==> config.mk <==
export PLATFORM = sky130hd
export DESIGN_NAME = omni_three_wheel_drive_unit
export DESIGN_NICKNAME = d
export VERILOG_FILES = /design/src/sv/otwd_pkg.sv /design/src/sv/otwd_wheel.sv /design/src/sv/omni_three_wheel_drive_unit.sv
export SDC_FILE = /design/constraint.sdc
export NUM_CORES = 2
export LEC_CHECK = 0
export BUFFER_PORTS_ARGS = -buffer_cell sky130_fd_sc_hd__buf_2
export CAP_MARGIN = 5
export CORE_ASPECT_RATIO = 1.5
export CORE_UTILIZATION = 60
export DETAILED_ROUTE_END_ITERATION = 8
export PLACE_DENSITY_LB_ADDON = 0.3
export SETUP_SLACK_MARGIN = 0.3
export SYNTH_ARGS = -nofsm -noshare
export SYNTH_HDL_FRONTEND = slang
export SYNTH_SLANG_ARGS = --single-unit
==> constraint.sdc <==
create_clock -name aclk -period 33.9 [get_ports aclk]
set_input_delay 8.475 -clock aclk [delete_from_list [all_inputs] [get_ports aclk]]
set_output_delay 8.475 -clock aclk [all_outputs]
set_load 0.02 [all_outputs]
==> src/sv/otwd_pkg.sv <==
package otwd_pkg;

    // fixed-point format of sine, power, offset and duty
    localparam int FRAC_BITS = 14;
    localparam int SIN_W     = FRAC_BITS + 2;     // signed sine, -1.0 .. +1.0
    localparam int PROD_W    = SIN_W + 16;        // sine times 16-bit power
    localparam int SHIFT_W   = PROD_W - FRAC_BITS;
    localparam int DRV_W     = SHIFT_W + 1;       // rounded product plus offset
    localparam int DUTY_W    = 15;
    localparam int DEG_W     = 9;
    localparam int QDEG_W    = 7;                 // 0 .. 90

    localparam logic [DEG_W-1:0] ANGLE_RIGHT = DEG_W'(60);
    localparam logic [DEG_W-1:0] ANGLE_BACK  = DEG_W'(180);
    localparam logic [DEG_W-1:0] ANGLE_LEFT  = DEG_W'(300);

    localparam longint unsigned PI_Q31  = 64'd6746518852;
    localparam longint unsigned ONE_Q31 = 64'd2147483648;

    typedef enum logic [1:0] {
        KIND_MOVE    = 2'd0,
        KIND_UNIFORM = 2'd1,
        KIND_BRAKE   = 2'd2,
        KIND_SPARE   = 2'd3
    } kind_t;

    typedef struct packed {
        logic              a;
        logic              b;
        logic [DUTY_W-1:0] duty;
    } wheel_out_t;

    typedef logic [FRAC_BITS:0] sin_tbl_t [91];

    // first-quadrant sine per whole degree, odd series in Q31, rounded at FRAC_BITS
    function automatic sin_tbl_t build_sin_tbl();
        sin_tbl_t        tbl;
        longint unsigned x;
        longint unsigned x2;
        longint unsigned t;
        longint unsigned p;
        longint unsigned s;
        longint          sum;
        for (int k = 0; k <= 90; k++) begin
            x   = (longint'(k) * PI_Q31 + 64'd90) / 64'd180;
            x2  = (x * x) >> 31;
            t   = x;
            sum = longint'(x);
            for (int i = 1; i <= 8; i++) begin
                p = (t * x2) >> 31;
                // divide by (2i)(2i+1)
                case (i)
                    1:       t = p / 64'd6;
                    2:       t = p / 64'd20;
                    3:       t = p / 64'd42;
                    4:       t = p / 64'd72;
                    5:       t = p / 64'd110;
                    6:       t = p / 64'd156;
                    7:       t = p / 64'd210;
                    default: t = p / 64'd272;
                endcase
                if ((i % 2) == 1) begin
                    sum = sum - longint'(t);
                end else begin
                    sum = sum + longint'(t);
                end
            end
            if (sum < 0) begin
                sum = 0;
            end
            s = longint'(sum);
            if (s > ONE_Q31) begin
                s = ONE_Q31;
            end
            tbl[k] = (FRAC_BITS + 1)'((s + (64'd1 << (30 - FRAC_BITS))) >> (31 - FRAC_BITS));
        end
        return tbl;
    endfunction

    localparam sin_tbl_t SIN_TBL = build_sin_tbl();

endpackage

==> src/sv/otwd_wheel.sv <==
module otwd_wheel (
    input  logic [1:0]                 kind,
    input  logic [otwd_pkg::DEG_W-1:0] heading,     // already reduced to 0..359
    input  logic [otwd_pkg::DEG_W-1:0] angle,
    input  logic signed [15:0]         power,
    input  logic signed [15:0]         offset,
    output otwd_pkg::wheel_out_t       wheel
);
    import otwd_pkg::*;

    logic [DEG_W:0]              diff;
    logic [DEG_W-1:0]            rel;
    logic [DEG_W-1:0]            half;
    logic                        neg;
    logic [QDEG_W-1:0]           qdeg;
    logic [FRAC_BITS:0]          sin_mag;
    logic signed [SIN_W-1:0]     sin_val;
    logic signed [PROD_W-1:0]    prod;
    logic signed [PROD_W-1:0]    prod_rnd;
    logic signed [SHIFT_W-1:0]   prod_sh;
    logic signed [DRV_W-1:0]     drive;
    logic [DRV_W-1:0]            mag;

    always_comb begin
        // relative angle (heading - wheel) mod 360
        diff = {1'b0, heading} + (DEG_W+1)'(360) - {1'b0, angle};
        if (diff >= (DEG_W+1)'(360)) begin
            rel = DEG_W'(diff - (DEG_W+1)'(360));
        end else begin
            rel = diff[DEG_W-1:0];
        end

        // fold onto the first quadrant
        neg  = (rel >= DEG_W'(180));
        half = neg ? rel - DEG_W'(180) : rel;
        qdeg = (half <= DEG_W'(90)) ? half[QDEG_W-1:0] : QDEG_W'(DEG_W'(180) - half);

        sin_mag = SIN_TBL[qdeg];
        sin_val = neg ? -$signed({1'b0, sin_mag}) : $signed({1'b0, sin_mag});

        prod     = sin_val * power;
        // round to nearest, ties toward plus infinity (arithmetic shift floors)
        prod_rnd = prod + PROD_W'(1 << (FRAC_BITS - 1));
        prod_sh  = SHIFT_W'(prod_rnd >>> FRAC_BITS);

        if (kind == KIND_UNIFORM) begin
            drive = DRV_W'(offset);
        end else begin
            drive = DRV_W'(prod_sh) + DRV_W'(offset);
        end

        mag = drive[DRV_W-1] ? DRV_W'(-drive) : DRV_W'(drive);

        if (kind[1]) begin
            wheel.a    = 1'b1;
            wheel.b    = 1'b1;
            wheel.duty = '0;
        end else begin
            wheel.a = drive[DRV_W-1];
            wheel.b = !drive[DRV_W-1] && (drive != '0);
            if (mag > DRV_W'(1 << FRAC_BITS)) begin
                wheel.duty = DUTY_W'(1 << FRAC_BITS);
            end else begin
                wheel.duty = DUTY_W'(mag);
            end
        end
    end

endmodule

==> src/sv/omni_three_wheel_drive_unit.sv <==
// Stages: input register, then result register holding the three wheel drives.
// Throughput: one command per cycle; the result register and the input
// register advance together whenever the result side is taken or empty.
// Reset: aresetn is synchronous, active low, and empties both stages.
module omni_three_wheel_drive_unit (
    input  logic        aclk,
    input  logic        aresetn,
    input  logic        s_tvalid,
    output logic        s_tready,
    input  logic [47:0] s_tdata,   // heading_deg[8:0], power[24:9], offset[40:25], zero
    input  logic [1:0]  s_tuser,   // kind[1:0]
    output logic        m_tvalid,
    input  logic        m_tready,
    // right_a[0], right_b[1], right_duty[16:2], back_a[17], back_b[18],
    // back_duty[33:19], left_a[34], left_b[35], left_duty[50:36], zero
    output logic [55:0] m_tdata
);
    import otwd_pkg::*;

    logic                in_vld_reg;
    logic                in_vld_next;
    logic [1:0]          kind_reg;
    logic [DEG_W-1:0]    heading_reg;
    logic signed [15:0]  power_reg;
    logic signed [15:0]  offset_reg;
    logic                out_vld_reg;
    logic                out_vld_next;
    logic [55:0]         out_data_reg;

    logic                out_adv;
    logic                in_adv;
    logic [DEG_W-1:0]    heading_raw;
    logic [DEG_W-1:0]    heading_mod;
    wheel_out_t          right_w;
    wheel_out_t          back_w;
    wheel_out_t          left_w;

    assign out_adv  = !out_vld_reg || m_tready;
    assign in_adv   = out_adv;
    assign s_tready = !in_vld_reg || in_adv;

    always_comb begin
        in_vld_next  = s_tready ? s_tvalid : in_vld_reg;
        out_vld_next = out_adv ? in_vld_reg : out_vld_reg;
    end

    // take the heading modulo 360 at the input
    assign heading_raw = s_tdata[8:0];
    assign heading_mod = (heading_raw >= DEG_W'(360)) ? heading_raw - DEG_W'(360) : heading_raw;

    always_ff @(posedge aclk) begin
        if (!aresetn) begin
            in_vld_reg  <= 1'b0;
            out_vld_reg <= 1'b0;
        end else begin
            in_vld_reg  <= in_vld_next;
            out_vld_reg <= out_vld_next;
        end
    end

    always_ff @(posedge aclk) begin
        if (s_tready && s_tvalid) begin
            kind_reg    <= s_tuser;
            heading_reg <= heading_mod;
            power_reg   <= s_tdata[24:9];
            offset_reg  <= s_tdata[40:25];
        end
        if (out_adv && in_vld_reg) begin
            out_data_reg <= {5'd0, left_w.duty, left_w.b, left_w.a,
                             back_w.duty, back_w.b, back_w.a,
                             right_w.duty, right_w.b, right_w.a};
        end
    end

    otwd_wheel u_right (
        .kind    (kind_reg),
        .heading (heading_reg),
        .angle   (ANGLE_RIGHT),
        .power   (power_reg),
        .offset  (offset_reg),
        .wheel   (right_w)
    );

    otwd_wheel u_back (
        .kind    (kind_reg),
        .heading (heading_reg),
        .angle   (ANGLE_BACK),
        .power   (power_reg),
        .offset  (offset_reg),
        .wheel   (back_w)
    );

    otwd_wheel u_left (
        .kind    (kind_reg),
        .heading (heading_reg),
        .angle   (ANGLE_LEFT),
        .power   (power_reg),
        .offset  (offset_reg),
        .wheel   (left_w)
    );

    assign m_tvalid = out_vld_reg;
    assign m_tdata  = out_data_reg;

endmodule

Word level (Yosys, flattened, before mapping)
Memory sizes are Yosys's and may differ from the RTL's.
Cells that the tools add are included.
{"block": "totals", "in_bits": 54, "ff_bits": 96, "mem_bits_ro": 5760, "word_cells": 108, "mem_count": 3}
{"block": "classes", "reduce_logical": 18, "n_lt_le_gt_ge": 16, "n_addsub": 26, "mul": 3, "bitwise_logic": 3, "n_eq_ne": 1, "muxes": 28}
{"memory": "(name not given)", "words": 128, "word_bits": 15, "read_ports": 1, "rd_ports_with_merged_regs": 0, "write_ports": 0, "line": "otwd_wheel.sv:38", "rtl": "sin_mag = SIN_TBL[qdeg];"}
{"memory": "(name not given)", "words": 128, "word_bits": 15, "read_ports": 1, "rd_ports_with_merged_regs": 0, "write_ports": 0, "line": "otwd_wheel.sv:38"}
{"memory": "(name not given)", "words": 128, "word_bits": 15, "read_ports": 1, "rd_ports_with_merged_regs": 0, "write_ports": 0, "line": "otwd_wheel.sv:38"}
{"op": "15-bit 2-to-1 mux", "count": 9}
{"op": "19-bit 2-to-1 mux", "count": 6}
{"op": "32-bit by 15-bit adder with 32-bit output (second input constant)", "count": 3}
{"op": "16-bit by 16-bit multiplier with 32-bit output", "count": 3}
{"op": "9-bit 2-to-1 mux", "count": 7}
{"op": "18-bit by 16-bit adder with 19-bit output", "count": 3}
{"op": "19-bit by 15-bit greater-than comparator with 1-bit output (second input constant)", "count": 3}
{"op": "19-bit negator", "count": 3}
{"op": "19-bit nonzero test", "count": 3}
{"op": "16-bit 2-to-1 mux", "count": 3}
{"op": "15-bit negator with 16-bit output", "count": 3}
{"op": "9-bit subtractor (second input constant)", "count": 4}
{"op": "10-bit by 9-bit >= comparator with 1-bit output (second input constant)", "count": 3}
{"op": "9-bit by 8-bit >= comparator with 1-bit output (second input constant)", "count": 3}
{"op": "9-bit by 7-bit <= comparator with 1-bit output (second input constant)", "count": 3}
{"op": "9-bit by 8-bit subtractor with 9-bit output (second input constant)", "count": 3}
{"op": "8-bit >= comparator (second input constant)", "count": 3}
{"op": "7-bit NOT with 8-bit output", "count": 3}
{"op": "7-bit 2-to-1 mux", "count": 3}
{"op": "6-bit by 7-bit subtractor with 7-bit output (first input constant)", "count": 3}
{"op": "9-bit by 9-bit adder with 10-bit output (second input constant)", "count": 1}
{"op": "10-bit by 6-bit subtractor with 10-bit output (second input constant)", "count": 1}
{"op": "10-bit by 8-bit subtractor with 10-bit output (second input constant)", "count": 1}
{"op": "10-bit by 9-bit subtractor with 10-bit output (second input constant)", "count": 1}
{"op": "6 further kinds", "count": 17}

Logic depth before layout (Yosys ltp)
{"block": "logic_depth", "ltp_word": 22, "depth_mapped": 84, "depth_no_buf": 75}

Modules after synthesis
Synthesis repeated with hierarchy kept, for this count alone.
{"block": "unflattened", "hier_cells": 5889, "hier_area_um2": 49502.5}
{"mod": "otwd_wheel at u_back", "cells_each": 1959, "seq_area_each_um2": 0.0, "area_each_um2": 15613.7, "n_inst": 1}
{"mod": "otwd_wheel at u_left", "cells_each": 1912, "seq_area_each_um2": 0.0, "area_each_um2": 15504.9, "n_inst": 1}
{"mod": "otwd_wheel at u_right", "cells_each": 1880, "seq_area_each_um2": 0.0, "area_each_um2": 15249.6, "n_inst": 1}
{"mod": "omni_three_wheel_drive_unit", "cells_each": 138, "seq_area_each_um2": 2862.7, "area_each_um2": 3134.3, "n_inst": 1}

Least setup slack after synthesis
OpenSTA, ideal clock, no wires.
{"block": "synth_path", "path_kind": "input-to-output", "from": "input port m_tready", "to": "output port s_tready", "arrival_time_ns": 8.846, "setup_slack_ns": 16.579, "stages": 2, "cell_sequence": "nor2b_1 > nand2_1"}
{"block": "synth_via", "elab_chain_cells": 2}
{"item": "start, declared", "line": "omni_three_wheel_drive_unit.sv:13", "rtl": "input logic m_tready,"}
{"item": "1-bit logical OR", "line": "omni_three_wheel_drive_unit.sv:38", "rtl": "assign out_adv = !out_vld_reg || m_tready;"}
{"item": "1-bit logical OR", "line": "omni_three_wheel_drive_unit.sv:40", "rtl": "assign s_tready = !in_vld_reg || in_adv;"}
{"item": "end, declared", "line": "omni_three_wheel_drive_unit.sv:9", "rtl": "output logic s_tready,"}
Every way passes these cells.

Final worst setup path
{"block": "layout_path", "from": "register heading_reg[2]", "to": "register out_data_reg[28] (netlist: m_tdata[28]) (data pin)"}
{"block": "layout_via", "elab_chain_cells": 22, "elab_cells_between_ends": 25, "cone_classes": "add/sub (9); mul (1); order compare (4); mux (8); bitwise (1); reduce/logical (1); memory (1)"}
{"item": "start, declared", "line": "omni_three_wheel_drive_unit.sv:23", "rtl": "logic [DEG_W-1:0] heading_reg;"}
{"item": "start signal, assigned", "line": "omni_three_wheel_drive_unit.sv:64", "rtl": "heading_reg <= heading_mod;"}
{"item": "9-bit by 9-bit adder with 10-bit output (*)", "line": "otwd_wheel.sv:26", "rtl": "diff = {1'b0, heading} + (DEG_W+1)'(360) - {1'b0, angle};"}
{"item": "10-bit by 8-bit subtractor with 10-bit output (*)", "line": "otwd_wheel.sv:26"}
{"item": "9-bit subtractor or 10-bit by 9-bit >= comparator with 1-bit output (tied branches)", "line": "otwd_wheel.sv:28, otwd_wheel.sv:27"}
{"item": "9-bit 2-to-1 mux (*)", "line": "otwd_wheel.sv:27", "rtl": "if (diff >= (DEG_W+1)'(360)) begin"}
{"item": "9-bit by 8-bit subtractor with 9-bit output or 9-bit by 8-bit >= comparator with 1-bit output (tied branches)", "line": "otwd_wheel.sv:35, otwd_wheel.sv:34"}
{"item": "9-bit 2-to-1 mux", "line": "otwd_wheel.sv:35", "rtl": "half = neg ? rel - DEG_W'(180) : rel;"}
{"item": "9-bit by 7-bit <= comparator with 1-bit output or 6-bit by 7-bit subtractor with 7-bit output (tied branches)", "line": "otwd_wheel.sv:36", "rtl": "qdeg = (half <= DEG_W'(90)) ? half[QDEG_W-1:0] : QDEG_W'(DEG_W'(180) - half);"}
{"item": "7-bit 2-to-1 mux", "line": "otwd_wheel.sv:36"}
{"item": "[... 6 more ...]"}
{"item": "16-bit by 16-bit multiplier with 32-bit output (*)", "line": "otwd_wheel.sv:41", "rtl": "prod = sin_val * power;"}
{"item": "32-bit by 15-bit adder with 32-bit output (*)", "line": "otwd_wheel.sv:43", "rtl": "prod_rnd = prod + PROD_W'(1 << (FRAC_BITS - 1));"}
{"item": "18-bit by 16-bit adder with 19-bit output (*)", "line": "otwd_wheel.sv:49", "rtl": "drive = DRV_W'(prod_sh) + DRV_W'(offset);"}
{"item": "19-bit 2-to-1 mux (*)", "line": "otwd_wheel.sv:46", "rtl": "if (kind == KIND_UNIFORM) begin"}
{"item": "19-bit negator", "line": "otwd_wheel.sv:52", "rtl": "mag = drive[DRV_W-1] ? DRV_W'(-drive) : DRV_W'(drive);"}
{"item": "19-bit 2-to-1 mux (*)", "line": "otwd_wheel.sv:52"}
{"item": "19-bit by 15-bit greater-than comparator with 1-bit output", "line": "otwd_wheel.sv:61", "rtl": "if (mag > DRV_W'(1 << FRAC_BITS)) begin"}
{"item": "2-bit OR reduction (no line)"}
{"item": "end signal, assigned", "line": "omni_three_wheel_drive_unit.sv:69", "rtl": "out_data_reg <= {5'd0, left_w.duty, left_w.b, left_w.a,"}
{"item": "end, declared", "line": "omni_three_wheel_drive_unit.sv:28", "rtl": "logic [55:0] out_data_reg;"}
Mark *: on every way between the ends. The rest lies on a longest branch, timed or not. The select of a mux whose other input is x is not followed.
A chain may end at the register's enable or synchronous reset.

==> metrics <==
Total Routing Usage GR=0.3415; # setup viols final=0; Initial Util=0.6073; HPWL after DPL=99.75 mm; Max Clock Skew=43.77 ps; max reg flops=51; RSZ-0062 raised after global routing=false; routability cong.=0.9615; crit-path max cell delay=800 ps; library cells used by synthesis=127; CP Max Fanout=30; number of max-cap violations=0; metal3 WL=9.778 mm; CTS Buf Count=9; root buffer cell=clkbuf_16; Antenna Nets Post-Route=0; initial antenna violation count=2; hold buffers post-CTS=0; status=completed; cell area after synthesis=47110 µm²; final hold violations=0; clock sink total=96; CTS resizes=0; Rows=125; total number of yosys warnings=0; Final Critical Period=20300 ps; Gate Count Post-Synth=5538; Max Freq=0.04927 GHz; Max Buffers Root-to-Sink=2; CP Launch Type=flip-flop; CORE AREA=77570 µm²; fin crit share=0.5987; Sum Neg Setup Slack=0 ps; via count=39726; postcts setup bufs=0; drt pass-1 iters=9; WP data required=34070 ps; register area share after synthesis=0.06077; Hold Path Class=reg -> reg; Slew headroom=0.2467; Worst-Skew Late Latency=430 ps; largest net degree at the start of global routing=55; Buffers & Inverters on Critical Path=13; Worst EP arrival=20470 ps; nets=6637; Syn-to-layout area delta=3.384%; CP delay by family, top=compound AO/OA/AOI/OAI gates; CTS clk-pin slew, worst paths=80 ps; H-tree Lvls=3; overflow left after global routing=0; Worst Tran Pin Value=1125 ps; share of post-route cells with drive strength above 1=0.06910; CP max-delay cell=o211ai_1; Crit Path Category=reg -> reg; WL/cell=20.15 µm; CP endpoint kind=flip-flop; Post-Route M1 WL=47.21 mm; Avg Inst Size Synth=8.506 µm²; CTS tree=done; Top Layer Used=met5; DRT iter0 DRCs=3070; I/O pins=112; Vias per Instance=6.124; Die ar.=79660 µm²; die span in x=230.8 µm; met2 wire length=65.87 mm; Routed WL=130.7 mm; IO Port Bufs=99; #FFs+latches synth=96; Chip Height=345.2 µm; vias in the first global route=42191; first-pass GRT wire length=217.3 mm; DR DRC count=0; Post-synth EDFFs=94; prevailing post-synth register cell=edfxtp_1; asr flop ratio synth=0; Final Max Slew Viols=0
==> path summary, 6_finish.rpt <==
kind,from,endpoint,slack (ps),cells past startpoint
max,heading_reg[2],m_tdata[28],13600,74
min,in_vld_reg,m_tvalid,550,1
max reg2reg,heading_reg[2],m_tdata[28],13600,74
min reg2reg,in_vld_reg,m_tvalid,550,1
==> synthesized netlist by cell type (all sizes together), types with 11 or more instances <==
library cell / count / area share
inv: 1039 / 0.083
fa: 789 / 0.34
nand2: 460 / 0.037
and2: 372 / 0.049
ha: 329 / 0.087
a21oi: 287 / 0.031
nor2: 263 / 0.021
xnor2: 203 / 0.040
clkbuf: 182 / 0.015
o21ai: 162 / 0.018
nor2b: 122 / 0.016
buf: 107 / 0.014
nand2b: 106 / 0.014
edfxtp: 94 / 0.060
nand3: 82 / 0.0087
a211oi: 71 / 0.013
nor3: 65 / 0.0073
xor2: 60 / 0.013
o211ai: 55 / 0.0092
a31oi: 52 / 0.0075
a21o: 47 / 0.0075
mux2i: 44 / 0.010
o21bai: 44 / 0.0070
nor4: 43 / 0.0066
nand4: 31 / 0.0041
a221oi: 25 / 0.0049
o22ai: 25 / 0.0040
o311ai: 22 / 0.0050
or3: 22 / 0.0029
and3: 20 / 0.0028
o21a: 19 / 0.0030
a2111oi: 18 / 0.0047
or2: 17 / 0.0023
o31a: 16 / 0.0030
a211o: 14 / 0.0026
o211a: 14 / 0.0030
o221ai: 14 / 0.0026
o31ai: 14 / 0.0030
a311oi: 12 / 0.0022
a221o: 11 / 0.0023
mux4: 11 / 0.0053
==> cell families (layout without fill, tap and decap cells) <==
kind of cell             after synthesis  after routing  share of synthesized area
other                                  1              6                 0.00007960
adder cells (fa/ha/maj)             1118           1118                     0.4227
XOR/XNOR                             264            264                    0.05312
buffers and inverters               1330           1258                     0.1113
AND/OR/NAND/NOR                     1637           1637                     0.1786
flip-flops                            96             96                    0.06077
multiplexers                          62             62                    0.01724
AO/OA/AOI/OAI                       1030           1030                     0.1563
==> per-layer routing <==
layer | up-vias | GRT usage
li1 | 17808 | -
met1 | 19718 | 0.4030
met2 | 1730 | 0.5915
met3 | 466 | 0.05367
met4 | 4 | 0.1849
met5 | - | 0
==> through the flow <==
| stage | utilization | cell area, µm² | cells | hold slack, ps | setup WS [ps] |
|---|---|---|---|---|---|
| floorplan | - | 47120 | 5542 | 476.8 | 16580 |
| global placement | 0.6239 | 48400 | 6470 | 515.6 | 14400 |
| detailed placement | 0.6239 | 48400 | 6470 | 532.9 | 14040 |
| CTS | 0.6278 | 48700 | 6486 | 550.7 | 13970 |
| global route | 0.6278 | 48700 | 6486 | 579.6 | 12400 |
| finish | 0.6278 | 48700 | 6487 | 549.1 | 13600 |
==> cell type report <==
type / count / area (µm²)
clock inverters: 7 / 78.83
multi-input cells: 4116 / 39090
flip-flops and latches: 96 / 2863
well taps: 1016 / 1271
fillers: 6817 / 28870
repair buffers: 201 / 1261
clock buffers: 9 / 225.2
inverters: 1041 / 3913
diodes: 1 / 2.502
==> placed cells by master (no fill, tap or decap), types with 22 or more instances in the layout <==
| cell | count |
|---|---|
| mux2i_1 | 39 |
| a211oi_1 | 62 |
| nand4_1 | 31 |
| and2_1 | 371 |
| nor3_1 | 61 |
| a21oi_1 | 281 |
| fa_1 | 789 |
| o211ai_1 | 51 |
| xnor2_1 | 188 |
| edfxtp_1 | 94 |
| or3_1 | 22 |
| a21o_1 | 47 |
| a221oi_1 | 23 |
| o21bai_1 | 44 |
| nor4_1 | 39 |
| buf_4 | 102 |
| o21ai_1 | 25 |
| ha_1 | 329 |
| inv_1 | 1034 |
| xor2_1 | 50 |
| nor2_1 | 257 |
| nor2b_1 | 120 |
| nand2b_1 | 105 |
| o21ai_0 | 125 |
| nand2_1 | 459 |
| a31oi_1 | 49 |
| buf_2 | 99 |
| nand3_1 | 82 |
Power is not shown: default switching activity piles up to over one toggle a cycle in this logic, so the estimate is an artifact.
